## src/hdl/fwld_pkg.sv

```systemverilog
// Shared types and constants of the fixed-wing landing detector.
package fwld_pkg;

	localparam int DW = 16;
	localparam int SQ_W = 32;
	localparam int CFG_IDX_W = 8;

	localparam logic [CFG_IDX_W-1:0] CFG_AIRSPEED_LIMIT = 8'd0;
	localparam logic [CFG_IDX_W-1:0] CFG_GROUND_SPEED_LIMIT = 8'd1;
	localparam logic [CFG_IDX_W-1:0] CFG_CLIMB_SPEED_LIMIT = 8'd2;
	localparam logic [CFG_IDX_W-1:0] CFG_ACCEL_LIMIT = 8'd3;

	localparam logic [DW-1:0] RST_AIRSPEED_LIMIT = 16'd1536;
	localparam logic [DW-1:0] RST_GROUND_SPEED_LIMIT = 16'd1280;
	localparam logic [DW-1:0] RST_CLIMB_SPEED_LIMIT = 16'd768;
	localparam logic [DW-1:0] RST_ACCEL_LIMIT = 16'd2048;

	localparam logic [DW-1:0] LAUNCH_HOLD_MS = 16'd500;
	localparam logic [DW-1:0] POSITION_TIMEOUT_MS = 16'd1000;
	localparam logic [DW-1:0] AIRSPEED_TIMEOUT_MS = 16'd1000;

	// Q0.16 filter weights: old average, new sample
	localparam logic [DW-1:0] GS_WA = 16'd63570;
	localparam logic [DW-1:0] GS_WB = 16'd1966;
	localparam logic [DW-1:0] CS_WA = 16'd64881;
	localparam logic [DW-1:0] CS_WB = 16'd655;
	localparam logic [DW-1:0] AS_WA = 16'd62259;
	localparam logic [DW-1:0] AS_WB = 16'd3277;
	localparam logic [DW-1:0] AC_WA = 16'd52429;
	localparam logic [DW-1:0] AC_WB = 16'd11796;
	localparam logic [DW-1:0] GS_TIGHTEN = 16'd45875;
	localparam logic [32:0] ROUND_HALF = 33'd32768;

	localparam logic [1:0] FILT_GROUND = 2'd0;
	localparam logic [1:0] FILT_CLIMB = 2'd1;
	localparam logic [1:0] FILT_AIRSPEED = 2'd2;
	localparam logic [1:0] FILT_ACCEL = 2'd3;

	typedef struct packed {
		logic            hold;
		logic            bad;
		logic [SQ_W-1:0] gs_sq;
		logic [SQ_W-1:0] ac_sq;
		logic [DW-1:0]   avd;
		logic [DW-1:0]   tas;
	} cmd_t;

	typedef struct packed {
		logic landed;
		logic bad;
	} res_t;

	typedef struct packed {
		logic [DW-1:0] airspeed;
		logic [DW-1:0] ground;
		logic [DW-1:0] climb;
		logic [DW-1:0] accel;
	} limits_t;

	typedef enum logic [2:0] {
		ST_IDLE,
		ST_SQRT,
		ST_FMUL,
		ST_FADD,
		ST_DECIDE,
		ST_PUSH
	} back_state_t;

endpackage

```

## src/hdl/fwld_queue.sv

```systemverilog
// Small first-in first-out queue built from registers.
module fwld_queue #(
	parameter int WIDTH = 8,
	parameter int DEPTH_LOG2 = 1
) (
	input  logic             clk,
	input  logic             arst_n,
	input  logic             push,
	input  logic [WIDTH-1:0] wdata,
	output logic             full,
	input  logic             pop,
	output logic [WIDTH-1:0] rdata,
	output logic             empty
);
	localparam int DEPTH = 1 << DEPTH_LOG2;

	logic [WIDTH-1:0]    mem_q [DEPTH];
	logic [DEPTH_LOG2:0] wr_ptr_q;
	logic [DEPTH_LOG2:0] rd_ptr_q;
	logic                do_push;
	logic                do_pop;

	assign empty = (wr_ptr_q == rd_ptr_q);
	assign full = (wr_ptr_q[DEPTH_LOG2] != rd_ptr_q[DEPTH_LOG2])
		&& (wr_ptr_q[DEPTH_LOG2-1:0] == rd_ptr_q[DEPTH_LOG2-1:0]);
	assign do_push = push && !full;
	assign do_pop = pop && !empty;
	assign rdata = mem_q[rd_ptr_q[DEPTH_LOG2-1:0]];

	always_ff @(posedge clk or negedge arst_n) begin
		if (!arst_n) begin
			wr_ptr_q <= '0;
			rd_ptr_q <= '0;
		end else begin
			if (do_push) begin
				wr_ptr_q <= wr_ptr_q + 1'b1;
			end
			if (do_pop) begin
				rd_ptr_q <= rd_ptr_q + 1'b1;
			end
		end
	end

	always_ff @(posedge clk) begin
		if (do_push) begin
			mem_q[wr_ptr_q[DEPTH_LOG2-1:0]] <= wdata;
		end
	end

endmodule

```

## src/hdl/fwld_front.sv

```systemverilog
// Front end: takes update requests, classifies them and squares the vector parts.
module fwld_front (
	input  logic                  clk,
	input  logic                  arst_n,
	input  logic                  push,
	output logic                  full,
	input  logic                  armed,
	input  logic                  hyst_landed,
	input  logic [15:0]           launch_age_ms,
	input  logic                  launch_in_progress,
	input  logic [15:0]           position_age_ms,
	input  logic signed [15:0]    vel_north,
	input  logic signed [15:0]    vel_east,
	input  logic signed [15:0]    vel_down,
	input  logic [15:0]           true_airspeed,
	input  logic [15:0]           airspeed_age_ms,
	input  logic signed [15:0]    accel_north,
	input  logic signed [15:0]    accel_east,
	output logic                  cmd_push,
	output fwld_pkg::cmd_t        cmd,
	input  logic                  cmd_full
);
	import fwld_pkg::*;

	logic          valid_s1;
	logic          hold_s1;
	logic          bad_s1;
	logic [DW-1:0] avn_s1;
	logic [DW-1:0] ave_s1;
	logic [DW-1:0] avd_s1;
	logic [DW-1:0] aan_s1;
	logic [DW-1:0] aae_s1;
	logic [DW-1:0] tas_s1;

	logic            accept;
	logic            hold;
	logic [SQ_W-1:0] sq_vn;
	logic [SQ_W-1:0] sq_ve;
	logic [SQ_W-1:0] sq_an;
	logic [SQ_W-1:0] sq_ae;

	function automatic logic [DW-1:0] abs16(input logic [DW-1:0] x);
		return x[DW-1] ? (~x + 16'd1) : x;
	endfunction

	assign full = valid_s1 && cmd_full;
	assign accept = push && !full;
	assign cmd_push = valid_s1 && !cmd_full;

	assign hold = !armed
		|| (hyst_landed && (launch_age_ms < LAUNCH_HOLD_MS) && launch_in_progress)
		|| (position_age_ms >= POSITION_TIMEOUT_MS);

	always_ff @(posedge clk or negedge arst_n) begin
		if (!arst_n) begin
			valid_s1 <= 1'b0;
		end else if (accept) begin
			valid_s1 <= 1'b1;
		end else if (cmd_push) begin
			valid_s1 <= 1'b0;
		end
	end

	always_ff @(posedge clk) begin
		if (accept) begin
			hold_s1 <= hold;
			// age 65535 flags a non-finite airspeed and is above the timeout too
			bad_s1 <= (airspeed_age_ms > AIRSPEED_TIMEOUT_MS);
			avn_s1 <= abs16(vel_north);
			ave_s1 <= abs16(vel_east);
			avd_s1 <= abs16(vel_down);
			aan_s1 <= abs16(accel_north);
			aae_s1 <= abs16(accel_east);
			tas_s1 <= true_airspeed;
		end
	end

	assign sq_vn = avn_s1 * avn_s1;
	assign sq_ve = ave_s1 * ave_s1;
	assign sq_an = aan_s1 * aan_s1;
	assign sq_ae = aae_s1 * aae_s1;

	// each sum stays at or below 2^31
	always_comb begin
		cmd.hold = hold_s1;
		cmd.bad = bad_s1;
		cmd.gs_sq = sq_vn + sq_ve;
		cmd.ac_sq = sq_an + sq_ae;
		cmd.avd = avd_s1;
		cmd.tas = tas_s1;
	end

endmodule

```

## src/hdl/fwld_isqrt.sv

```systemverilog
// Iterative integer square root, two radicand bits per cycle.
module fwld_isqrt (
	input  logic        clk,
	input  logic        arst_n,
	input  logic        start,
	input  logic [31:0] radicand,
	output logic        done,
	output logic [15:0] root
);
	logic        active_q;
	logic        done_q;
	logic [3:0]  cnt_q;
	logic [31:0] val_q;
	logic [17:0] rem_q;
	logic [15:0] root_q;

	logic [17:0] rem_sh;
	logic [17:0] trial;
	logic        take;

	assign rem_sh = {rem_q[15:0], val_q[31:30]};
	assign trial = {root_q, 2'b01};
	assign take = (rem_sh >= trial);
	assign done = done_q;
	assign root = root_q;

	always_ff @(posedge clk or negedge arst_n) begin
		if (!arst_n) begin
			active_q <= 1'b0;
			done_q <= 1'b0;
			cnt_q <= '0;
		end else begin
			done_q <= 1'b0;
			if (start) begin
				active_q <= 1'b1;
				cnt_q <= '0;
			end else if (active_q) begin
				cnt_q <= cnt_q + 1'b1;
				if (cnt_q == 4'd15) begin
					active_q <= 1'b0;
					done_q <= 1'b1;
				end
			end
		end
	end

	always_ff @(posedge clk) begin
		if (start) begin
			val_q <= radicand;
			rem_q <= '0;
			root_q <= '0;
		end else if (active_q) begin
			val_q <= {val_q[29:0], 2'b00};
			rem_q <= take ? (rem_sh - trial) : rem_sh;
			root_q <= {root_q[14:0], take};
		end
	end

endmodule

```

## src/hdl/fwld_back.sv

```systemverilog
// Back end: magnitudes, the four low-pass filters and the landed decision.
module fwld_back (
	input  logic              clk,
	input  logic              arst_n,
	input  fwld_pkg::limits_t limits,
	input  logic              cmd_empty,
	input  fwld_pkg::cmd_t    cmd_head,
	output logic              cmd_pop,
	input  logic              res_full,
	output logic              res_push,
	output fwld_pkg::res_t    res_data
);
	import fwld_pkg::*;

	back_state_t state_q;
	back_state_t state_next;

	logic          hold_q;
	logic          bad_q;
	logic          landed_q;
	logic [DW-1:0] avd_q;
	logic [DW-1:0] tas_q;
	logic [DW-1:0] gs_lim_q;
	logic [1:0]    idx_q;
	logic [31:0]   prod_a_q;
	logic [31:0]   prod_b_q;

	logic [DW-1:0] gs_avg_q;
	logic [DW-1:0] cs_avg_q;
	logic [DW-1:0] as_avg_q;
	logic [DW-1:0] ac_avg_q;

	logic          sqrt_start;
	logic          gs_done;
	logic          ac_done;
	logic [DW-1:0] gs_mag;
	logic [DW-1:0] ac_mag;

	logic [DW-1:0] avg_sel;
	logic [DW-1:0] samp_sel;
	logic [DW-1:0] wa_sel;
	logic [DW-1:0] wb_sel;
	logic [32:0]   acc;
	logic [DW-1:0] filt_out;
	logic [31:0]   tight_prod;

	fwld_isqrt u_gs_sqrt (
		.clk      (clk),
		.arst_n   (arst_n),
		.start    (sqrt_start),
		.radicand (cmd_head.gs_sq),
		.done     (gs_done),
		.root     (gs_mag)
	);

	fwld_isqrt u_ac_sqrt (
		.clk      (clk),
		.arst_n   (arst_n),
		.start    (sqrt_start),
		.radicand (cmd_head.ac_sq),
		.done     (ac_done),
		.root     (ac_mag)
	);

	always_comb begin
		case (idx_q)
			FILT_GROUND: begin
				avg_sel = gs_avg_q;
				samp_sel = gs_mag;
				wa_sel = GS_WA;
				wb_sel = GS_WB;
			end
			FILT_CLIMB: begin
				avg_sel = cs_avg_q;
				samp_sel = avd_q;
				wa_sel = CS_WA;
				wb_sel = CS_WB;
			end
			FILT_AIRSPEED: begin
				avg_sel = as_avg_q;
				samp_sel = tas_q;
				wa_sel = AS_WA;
				wb_sel = AS_WB;
			end
			default: begin
				avg_sel = ac_avg_q;
				samp_sel = ac_mag;
				wa_sel = AC_WA;
				wb_sel = AC_WB;
			end
		endcase
	end

	assign acc = {1'b0, prod_a_q} + {1'b0, prod_b_q} + ROUND_HALF;
	assign filt_out = (acc[32] != 1'b0) ? 16'hFFFF : acc[31:16];
	assign tight_prod = limits.ground * GS_TIGHTEN;

	always_ff @(posedge clk or negedge arst_n) begin
		if (!arst_n) begin
			state_q <= ST_IDLE;
		end else begin
			state_q <= state_next;
		end
	end

	always_comb begin
		state_next = state_q;
		cmd_pop = 1'b0;
		sqrt_start = 1'b0;
		res_push = 1'b0;
		unique case (state_q)
			ST_IDLE: begin
				if (!cmd_empty) begin
					cmd_pop = 1'b1;
					if (cmd_head.hold) begin
						state_next = ST_PUSH;
					end else begin
						sqrt_start = 1'b1;
						state_next = ST_SQRT;
					end
				end
			end
			ST_SQRT: begin
				if (gs_done) begin
					state_next = ST_FMUL;
				end
			end
			ST_FMUL: begin
				state_next = ST_FADD;
			end
			ST_FADD: begin
				state_next = (idx_q == FILT_ACCEL) ? ST_DECIDE : ST_FMUL;
			end
			ST_DECIDE: begin
				state_next = ST_PUSH;
			end
			ST_PUSH: begin
				if (!res_full) begin
					res_push = 1'b1;
					state_next = ST_IDLE;
				end
			end
			default: begin
				state_next = ST_IDLE;
			end
		endcase
	end

	always_ff @(posedge clk or negedge arst_n) begin
		if (!arst_n) begin
			gs_avg_q <= '0;
			cs_avg_q <= '0;
			as_avg_q <= '0;
			ac_avg_q <= '0;
		end else if (state_q == ST_FADD) begin
			case (idx_q)
				FILT_GROUND: gs_avg_q <= filt_out;
				FILT_CLIMB: cs_avg_q <= filt_out;
				FILT_AIRSPEED: as_avg_q <= bad_q ? '0 : filt_out;
				default: ac_avg_q <= filt_out;
			endcase
		end
	end

	always_ff @(posedge clk) begin
		if (cmd_pop) begin
			hold_q <= cmd_head.hold;
			bad_q <= cmd_head.bad && !cmd_head.hold;
			landed_q <= 1'b1;
			avd_q <= cmd_head.avd;
			tas_q <= cmd_head.tas;
			gs_lim_q <= cmd_head.bad ? tight_prod[31:16] : limits.ground;
			idx_q <= FILT_GROUND;
		end
		if (state_q == ST_FMUL) begin
			prod_a_q <= avg_sel * wa_sel;
			prod_b_q <= samp_sel * wb_sel;
		end
		if (state_q == ST_FADD) begin
			idx_q <= idx_q + 2'd1;
		end
		if (state_q == ST_DECIDE) begin
			landed_q <= (as_avg_q < limits.airspeed) && (gs_avg_q < gs_lim_q)
				&& (cs_avg_q < limits.climb) && (ac_avg_q < limits.accel);
		end
	end

	always_comb begin
		res_data.landed = landed_q;
		res_data.bad = bad_q;
	end

	a_sqrt_in_step: assert property (@(posedge clk) disable iff (!arst_n)
		gs_done == ac_done)
		else $error("square root units out of step");

	a_sqrt_done_state: assert property (@(posedge clk) disable iff (!arst_n)
		gs_done |-> state_q == ST_SQRT)
		else $error("square root finished outside its wait state");

	a_hold_result: assert property (@(posedge clk) disable iff (!arst_n)
		res_push && hold_q |-> res_data.landed && !res_data.bad)
		else $error("held request did not report landed");

	a_pop_leaves_idle: assert property (@(posedge clk) disable iff (!arst_n)
		cmd_pop |=> state_q != ST_IDLE)
		else $error("request popped but back end stayed idle");

endmodule

```

## src/hdl/fixed_wing_landing_detector.sv

```systemverilog
// Top level of the fixed-wing landing detector.
// One update request in gives one result out: a raw landed flag and an airspeed-bad flag.
// Requests enter through a queue-style push/full port, pass a registered front end that
// checks the disarmed, launch-hold and stale-position cases and squares the velocity and
// acceleration components, then wait in a command queue for the back end. An update that
// runs the filters holds the back end for the two square root units (two bits per cycle,
// 16 steps), a multiply and an add step per filter, then a decide step; a held update
// (disarmed, launch hold or stale position) goes to the result push, leaving the filters
// untouched. Results wait in an output queue read with empty/pop. Limits are written
// through the cfg port (index 0 airspeed, 1 ground speed, 2 climb speed, 3 acceleration;
// others ignored); the user must only do so while the block is idle: it is not checked.
module fixed_wing_landing_detector #(
	parameter int CMD_DEPTH_LOG2 = 1,
	parameter int RES_DEPTH_LOG2 = 1
) (
	input  logic                               clk,
	input  logic                               arst_n,
	input  logic                               push,
	output logic                               full,
	input  logic                               armed,
	input  logic                               hyst_landed,
	input  logic [15:0]                        launch_age_ms,
	input  logic                               launch_in_progress,
	input  logic [15:0]                        position_age_ms,
	input  logic signed [15:0]                 vel_north,
	input  logic signed [15:0]                 vel_east,
	input  logic signed [15:0]                 vel_down,
	input  logic [15:0]                        true_airspeed,
	input  logic [15:0]                        airspeed_age_ms,
	input  logic signed [15:0]                 accel_north,
	input  logic signed [15:0]                 accel_east,
	output logic                               empty,
	input  logic                               pop,
	output logic                               landed,
	output logic                               airspeed_bad,
	input  logic                               cfg_valid,
	output logic                               cfg_ready,
	input  logic [fwld_pkg::CFG_IDX_W-1:0]     cfg_index,
	input  logic [15:0]                        cfg_data
);
	import fwld_pkg::*;

	limits_t limits_q;
	cmd_t    cmd_in;
	cmd_t    cmd_head;
	res_t    res_in;
	res_t    res_out;
	logic    cmd_push;
	logic    cmd_full;
	logic    cmd_pop;
	logic    cmd_empty;
	logic    res_push;
	logic    res_full;

	assign cfg_ready = 1'b1;

	always_ff @(posedge clk or negedge arst_n) begin
		if (!arst_n) begin
			limits_q.airspeed <= RST_AIRSPEED_LIMIT;
			limits_q.ground <= RST_GROUND_SPEED_LIMIT;
			limits_q.climb <= RST_CLIMB_SPEED_LIMIT;
			limits_q.accel <= RST_ACCEL_LIMIT;
		end else if (cfg_valid && cfg_ready) begin
			unique case (cfg_index)
				CFG_AIRSPEED_LIMIT: limits_q.airspeed <= cfg_data;
				CFG_GROUND_SPEED_LIMIT: limits_q.ground <= cfg_data;
				CFG_CLIMB_SPEED_LIMIT: limits_q.climb <= cfg_data;
				CFG_ACCEL_LIMIT: limits_q.accel <= cfg_data;
				default: ;
			endcase
		end
	end

	fwld_front u_front (
		.clk                (clk),
		.arst_n             (arst_n),
		.push               (push),
		.full               (full),
		.armed              (armed),
		.hyst_landed        (hyst_landed),
		.launch_age_ms      (launch_age_ms),
		.launch_in_progress (launch_in_progress),
		.position_age_ms    (position_age_ms),
		.vel_north          (vel_north),
		.vel_east           (vel_east),
		.vel_down           (vel_down),
		.true_airspeed      (true_airspeed),
		.airspeed_age_ms    (airspeed_age_ms),
		.accel_north        (accel_north),
		.accel_east         (accel_east),
		.cmd_push           (cmd_push),
		.cmd                (cmd_in),
		.cmd_full           (cmd_full)
	);

	fwld_queue #(
		.WIDTH      ($bits(cmd_t)),
		.DEPTH_LOG2 (CMD_DEPTH_LOG2)
	) u_cmd_queue (
		.clk    (clk),
		.arst_n (arst_n),
		.push   (cmd_push),
		.wdata  (cmd_in),
		.full   (cmd_full),
		.pop    (cmd_pop),
		.rdata  (cmd_head),
		.empty  (cmd_empty)
	);

	fwld_back u_back (
		.clk       (clk),
		.arst_n    (arst_n),
		.limits    (limits_q),
		.cmd_empty (cmd_empty),
		.cmd_head  (cmd_head),
		.cmd_pop   (cmd_pop),
		.res_full  (res_full),
		.res_push  (res_push),
		.res_data  (res_in)
	);

	fwld_queue #(
		.WIDTH      ($bits(res_t)),
		.DEPTH_LOG2 (RES_DEPTH_LOG2)
	) u_res_queue (
		.clk    (clk),
		.arst_n (arst_n),
		.push   (res_push),
		.wdata  (res_in),
		.full   (res_full),
		.pop    (pop),
		.rdata  (res_out),
		.empty  (empty)
	);

	assign landed = res_out.landed;
	assign airspeed_bad = res_out.bad;

endmodule

```

## config.mk

```make
export PLATFORM = sky130hd
export DESIGN_NAME = fixed_wing_landing_detector
export DESIGN_NICKNAME = d
export VERILOG_FILES = /design/src/hdl/fwld_pkg.sv /design/src/hdl/fwld_queue.sv /design/src/hdl/fwld_front.sv /design/src/hdl/fwld_isqrt.sv /design/src/hdl/fwld_back.sv /design/src/hdl/fixed_wing_landing_detector.sv
export SDC_FILE = /design/constraint.sdc
export NUM_CORES = 2
export LEC_CHECK = 0
export BUFFER_PORTS_ARGS = -buffer_cell sky130_fd_sc_hd__buf_4
export CAP_MARGIN = 20
export CORE_UTILIZATION = 30
export CTS_CLUSTER_SIZE = 30
export DETAILED_ROUTE_END_ITERATION = 6
export MAX_ROUTING_LAYER = met4
export SETUP_SLACK_MARGIN = 0.2
export SYNTH_ARGS = -nofsm -noshare
export SYNTH_HDL_FRONTEND = slang
export SYNTH_SLANG_ARGS = --single-unit
```

## constraint.sdc

```tcl
create_clock -name clk -period 10.1 [get_ports clk]
set_input_delay 0.505 -clock clk [delete_from_list [all_inputs] [get_ports clk]]
set_output_delay 0.505 -clock clk [all_outputs]
set_load 0.1 [all_outputs]
```

After elaboration in Yosys (flattened, before gate mapping)
Memory sizes are Yosys's and may differ from the RTL's.
Cells that the tools add are included.
{"block": "totals", "ff_bits": 493, "ram_bits": 200, "inputBits": 176, "word_cells": 206, "mem_count": 2}
{"block": "classes", "n_addsub": 18, "mul": 7, "order_cmp": 9, "n_eq_ne": 22, "n_mux": 54, "bitwise": 6, "n_reduce_logical": 42}
{"memory": "u_cmd_queue.mem_q", "depth": 2, "word_bits": 98, "rd": 1, "rd_clocked_by_memory_dff": 0, "write_ports": 1, "line_no": "fwld_queue.sv:17", "text": "logic [WIDTH-1:0] mem_q [DEPTH];"}
{"memory": "u_res_queue.mem_q", "depth": 2, "word_bits": 2, "rd": 1, "rd_clocked_by_memory_dff": 0, "write_ports": 1, "line_no": "fwld_queue.sv:17"}
{"operator": "16-bit by 16-bit multiplier with 32-bit output", "n": 5}
{"operator": "32-bit 2-to-1 mux", "n": 4}
{"operator": "16-bit one-hot mux with 3 select lines", "n": 2}
{"operator": "14-bit one-hot mux with 3 select lines", "n": 2}
{"operator": "16-bit by 1-bit adder with 16-bit output, second input constant", "n": 5}
{"operator": "16-bit 2-to-1 mux", "n": 5}
{"operator": "16-bit NOT", "n": 5}
{"operator": "15-bit 2-to-1 mux", "n": 5}
{"operator": "32-bit adder", "n": 2}
{"operator": "16-bit < comparator", "n": 4}
{"operator": "18-bit >= comparator", "n": 2}
{"operator": "32-bit by 32-bit adder with 33-bit output", "n": 1}
{"operator": "33-bit by 16-bit adder with 33-bit output, second input constant", "n": 1}
{"operator": "16-bit by 16-bit multiplier with 32-bit output, second input constant", "n": 1}
{"operator": "16-bit subtractor", "n": 2}
{"operator": "16-bit by 14-bit multiplier with 30-bit output", "n": 1}
{"operator": "1-bit 2-to-1 mux", "n": 24}
{"operator": "3-bit one-hot mux with 6 select lines", "n": 1}
{"operator": "8-bit by 2-bit == test with 1-bit output, second input constant", "n": 2}
{"operator": "16-bit by 10-bit >= comparator with 1-bit output, second input constant", "n": 1}
{"operator": "16-bit by 10-bit greater-than comparator with 1-bit output, second input constant", "n": 1}
{"operator": "16-bit by 9-bit < comparator with 1-bit output, second input constant", "n": 1}
{"operator": "4-bit 2-to-1 mux", "n": 4}
{"operator": "2-bit AND reduction", "n": 8}
{"operator": "other kinds (25)", "n": 69}

Logic depth before layout (Yosys ltp)
{"block": "depth", "ltp_word": 7, "ltp_mapped": 32}

By module
Synthesis repeated with hierarchy kept, for this count alone.
{"block": "unflattened", "hier_cells": 7821, "area_unflattened_um2": 81569.5}
{"module": "fwld_front", "instances": 1, "cells_each": 3522, "area_per_inst_um2": 34215.3, "seq_area_each_um2": 2967.8}
{"module": "fwld_back", "instances": 1, "cells_each": 3058, "area_per_inst_um2": 29303.1, "seq_area_each_um2": 5159.9}
{"module": "fwld_isqrt", "instances": 2, "cells_each": 366, "area_per_inst_um2": 3824.9, "seq_area_each_um2": 1751.7}
{"module": "fwld_queue (u_cmd_queue)", "instances": 1, "cells_each": 333, "area_per_inst_um2": 7507.2, "seq_area_each_um2": 5985.7}
{"module": "fixed_wing_landing_detector", "instances": 1, "cells_each": 142, "area_per_inst_um2": 2494.9, "seq_area_each_um2": 1610.3}
{"module": "fwld_queue (u_res_queue)", "instances": 1, "cells_each": 34, "area_per_inst_um2": 399.1, "seq_area_each_um2": 220.2}

Worst setup path before layout
Ideal clock, no wire load.
{"block": "synth_path", "path_kind": "flip-flop to flip-flop", "start": "reg u_cmd_queue.rd_ptr_q[0]", "end": "reg u_back.u_gs_sqrt.val_q[0] (enable)", "setup_time_ps": 394, "arrival_ps": 7757, "t_required_ps": 9706, "path_slack_ps": 1949, "path_stages_with_launch": 9, "n_path_buf": 3, "cell_sequence": "dfrtp_1 -> clkbuf_1 -> xnor2_1 -> nor2b_1 -> nor4_1 -> nand2_1 -> buf_2 -> buf_2 -> nand2b_1"}
{"block": "synth_between", "elab_chain_cells": 5}
{"element": "start, declared", "line_no": "fwld_queue.sv:19", "text": "logic [DEPTH_LOG2:0] rd_ptr_q;"}
{"element": "start signal, assigned", "line_no": "fwld_queue.sv:39", "text": "rd_ptr_q <= rd_ptr_q + 1'b1;"}
{"element": "memory read 2 x 98 bit"}
{"element": "1-bit 2-to-1 mux", "line_no": "fwld_back.sv:115", "text": "if (cmd_head.hold) begin"}
{"element": "1-bit 2-to-1 mux *", "line_no": "fwld_back.sv:113", "text": "if (!cmd_empty) begin"}
{"element": "1-bit 2-to-1 mux *", "line_no": "fwld_back.sv:111", "text": "unique case (state_q)"}
{"element": "2-bit nonzero test (no source line) *"}
{"element": "end signal, assigned", "line_no": "fwld_isqrt.sv:49", "text": "val_q <= radicand;"}
{"element": "end signal, assigned", "line_no": "fwld_isqrt.sv:53", "text": "val_q <= {val_q[29:0], 2'b00};"}
{"element": "end, declared", "line_no": "fwld_isqrt.sv:13", "text": "logic [31:0] val_q;"}
Every way passes the cells marked *; elsewhere a longest branch is shown, timed or not.
A chain may end at the register's enable or synchronous reset.

Worst setup path after layout
{"block": "layout_path", "start": "reg u_back.idx_q[0]", "end": "reg u_back.prod_a_q[28] (data pin)"}
{"block": "layout_between", "elab_chain_cells": 3}
{"element": "start, declared", "line_no": "fwld_back.sv:24", "text": "logic [1:0] idx_q;"}
{"element": "start signal, assigned", "line_no": "fwld_back.sv:180", "text": "idx_q <= idx_q + 2'd1;"}
{"element": "2-bit == test, or another cell as far along", "line_no": "fwld_back.sv:66", "text": "case (idx_q)"}
{"element": "16-bit one-hot mux with 3 select lines or 14-bit one-hot mux with 3 select lines (tied branches)", "line_no": "fwld_back.sv:66"}
{"element": "16-bit by 16-bit multiplier with 32-bit output *", "line_no": "fwld_back.sv:176", "text": "prod_a_q <= avg_sel * wa_sel;"}
{"element": "end signal, assigned", "line_no": "fwld_back.sv:176"}
{"element": "end, declared", "line_no": "fwld_back.sv:25", "text": "logic [31:0] prod_a_q;"}
Marks and branches as above.

==> metrics.csv <==
stage,metric,value,unit
timing,whs,0.0604,ns
layout,area_growth_syn_to_layout,10.5,%
synthesis,ys_warn_count,0,
die,pin_count,181,
critical_path,crit_cells,21,
synthesis,synth_common_cells,"inv_1, fa_1, ha_1, nand2_1, edfxtp_1",
die,dieArea,268000,sq um
cts,cts_tree,built,
placement,dpl.hpwl,150,mm
cts,cts_buffers,81,
timing,drv_slew,0,
critical_path,crit_family,adder cells,
critical_path,crit_top_cell,fa_1,
die,core_area,263000,sq um
synthesis,ys_types,83,
grt,gr-total-overflow,0,
critical_path,endpoint_kind,register,
timing,period_share,0.856,
synthesis,yosys.area.top_type,fa_1,
grt,use_met3,0.0155,
placement,port_buffers,174,
synthesis,synth_top_area_share,0.295,
routing,viasPerCell,4.56,
critical_path,worstPathArrival,9.11,ns
grt,track_usage,0.144,
critical_path,path_max_fanout,35,
synthesis,yosys-top-cells-area,"fa_1, edfxtp_1, ha_1",
worst_hold_path,min_path_cells,3,
routing,wirelength,183,mm
timing,final.setup_skew,0.0403,ns
synthesis,netlist_area,79800,sq um
synthesis,async_flop_share,0.219,
critical_path,worstSetupPathType,reg2reg,
grt,grt_pass1_wl,303,mm
timing,tightest_slew,1.12,ns
die,die_w,518,microns
cts,post_cts_buffers,0,
critical_path,max_stage_delay,0.86,ns
critical_path,critPathBufInv,2,
critical_path,critPathRequiredTime,10.57,ns
synthesis,netlist_instances,7755,
placement,gp_congestion,0.887,
grt,met1_usage,0.175,
grt,grt_pass1_vias,57900,
timing,max_freq,116,MHz
grt,grt.busiest_layer,met2,
layout,nNetsFinal,10100,
cts,cts-root-buf,clkbuf_16,
cts,htree_levels,3,
timing,final.setup.tns,0,ns
routing,antenna_left,0,
cts,clock-sinks,691,
routing,wl_per_cell,16.0,microns
grt,grt_use_met2,0.254,
timing,relSlewSlack,0.256,
die,initial_utilization,0.303,
critical_path,critPathLaunchType,register,
synthesis,synth_seq_cells,691,
routing,route.detailed.drc,7,
die,dieHeight,518,microns
synthesis,synth_enable_flop_cells,476,
worst_hold_path,hold_class,in2reg,
critical_path,cp_slowest_cell,ha_2,
cts,clk_pin_slew_worst_paths,0.06,ns
cts,clockBufferDepth,3,
timing,setup_viol,0,
job,maxCapViolations,0,
synthesis,syn_area_per_cell,10.3,sq um
grt,grt_max_degree,101,
cts,cts_resized,0,
synthesis,synth.most_common_cell,inv_1,
timing,rsz0062_at_grt,false,
grt,antenna_found_initial,7,
synthesis,synth_nets,10000,
layout,drive_gt1_frac,0.0662,
cts,hold_buffers,31,
synthesis,dominantRegCellSynth,edfxtp_1,
timing,hold_viol,0,
outcome,status,"complete, but fails checks",
synthesis,ys_seq_area_frac,0.243,
routing,vias,52200,
timing,fin_crit,8.65,ns
die,std_cell_rows,188,
outcome,violations,DRC,
cts,clkLatencyLatePin,0.73,ns
critical_path,worstPathCellList,inv_1 -> ha_2 -> a222oi_1 -> mux2i_1 -> nand2_1 -> fa_1 -> fa_1 -> fa_1 -> inv_1 -> fa_1 -> fa_1 -> fa_1 -> ha_1 -> a2111o_1 -> o211ai_1 -> nand2b_1 -> nor2b_1 -> a21oi_1 -> a21boi_0 -> o311ai_0 -> o211ai_1,
critical_path,reg2reg_depth,21,
routing,dr.pass1.iters,7,
routing,drt_iter0_drc,2380,
## worst paths after layout
path	start	endpoint	slack, ns
max reg2reg	u_back.idx_q[0]$_SDFFCE_PN0P_	u_back.prod_a_q[28]$_DFFE_PN_	1.45
min reg2reg	u_front.avd_s1[1]$_DFFE_PP_	u_cmd_queue.mem_q[0][17]$_DFFE_PP_	0.44
min	airspeed_age_ms[11]	u_front.bad_s1$_DFFE_PP_	0.06
min in group asynchronous	arst_n	limits_q[21]$_DFFE_PN0P_	0.44
max in group asynchronous	arst_n	u_cmd_queue.rd_ptr_q[0]$_DFFE_PN0P_	8.30
max	u_back.idx_q[0]$_SDFFCE_PN0P_	u_back.prod_a_q[28]$_DFFE_PN_	1.45
## worst reg2reg max path, stage by stage (launching register included)
cell,delay [ns]
edfxtp_1,0.47
inv_1,0.20
ha_2,0.86
a222oi_1,0.24
mux2i_1,0.85
nand2_1,0.27
fa_1,0.59
fa_1,0.46
fa_1,0.52
inv_1,0.06
fa_1,0.57
fa_1,0.44
fa_1,0.46
ha_1,0.36
a2111o_1,0.47
o211ai_1,0.12
nand2b_1,0.13
nor2b_1,0.15
a21oi_1,0.39
a21boi_0,0.30
o311ai_0,0.36
o211ai_1,0.14
## state kept, by name, indices dropped and copies added, names as in the netlist, 30 cells and up
register,cells
u_back.prod_a_q,32
u_back.prod_b_q,30
u_cmd_queue.mem_q,196
limits_q,64
u_back.u_gs_sqrt.val_q,32
u_back.u_ac_sqrt.val_q,32
## kinds of logic (layout without fill, tap and decap cells)
logic type	after synthesis	count (layout)	share of synthesized area
DFF	691	691	0.243
xor gates and xnor gates	276	276	0.0303
other	1	3	0.0000470
muxes	216	216	0.0285
buffers and inverters	1997	2175	0.0942
adders and majority gates	2097	2097	0.440
AOI/OAI and AO/OA	871	871	0.0684
and+or+nand+nor	1606	1606	0.0961
## layer usage
metal	vias up	share of wire
met5	-	0
met4	0	0.026
met3	268	0.033
met2	883	0.51
met1	26300	0.43
li1	24800	-
## metrics by stage
| stage | cell area [sq um] | worst slack, ns | instances | util |
|---|---|---|---|---|
| after global routing | 88200 | 1.00 | 11400 | 0.335 |
| after floorplan | 79800 | 1.95 | 7755 | - |
| after global placement | 85000 | 1.56 | 11300 | 0.323 |
| after CTS | 88100 | 1.45 | 11400 | 0.335 |
| after detailed placement | 85000 | 1.49 | 11300 | 0.323 |
| final | 88200 | 1.45 | 11500 | 0.335 |
## layout by cell type, fill, tap and decap left out, types with 38 or more instances in the layout
master        n
inv_1      1781
fa_1       1177
ha_1        917
nand2_1     661
edfxtp_1    476
nor2_1      285
and2_1      257
o21ai_0     248
a21oi_1     208
buf_4       208
xnor2_1     203
dfrtp_1     141
mux2i_1     125
a21o_1      100
mux2_2       90
clkbuf_16    82
nand2b_1     80
xor2_1       73
dfxtp_1      64
nor2b_1      49
nand3_1      49
o21ai_1      48
nor3_1       47
or3_1        38
## cell type report
class	instances	area, sq um
Antenna cell	2	5.00
Clock buffer	108	2230
Clock inverter	43	602
Fill cell	26700	175000
Inverter	1782	6690
Multi-Input combinational cell	5067	53000
Sequential cell	691	19400
Tap cell	3515	4400
Timing Repair Buffer	242	1920
Power is not shown: default switching activity piles up to over one toggle a cycle in this logic, so the estimate is an artifact.
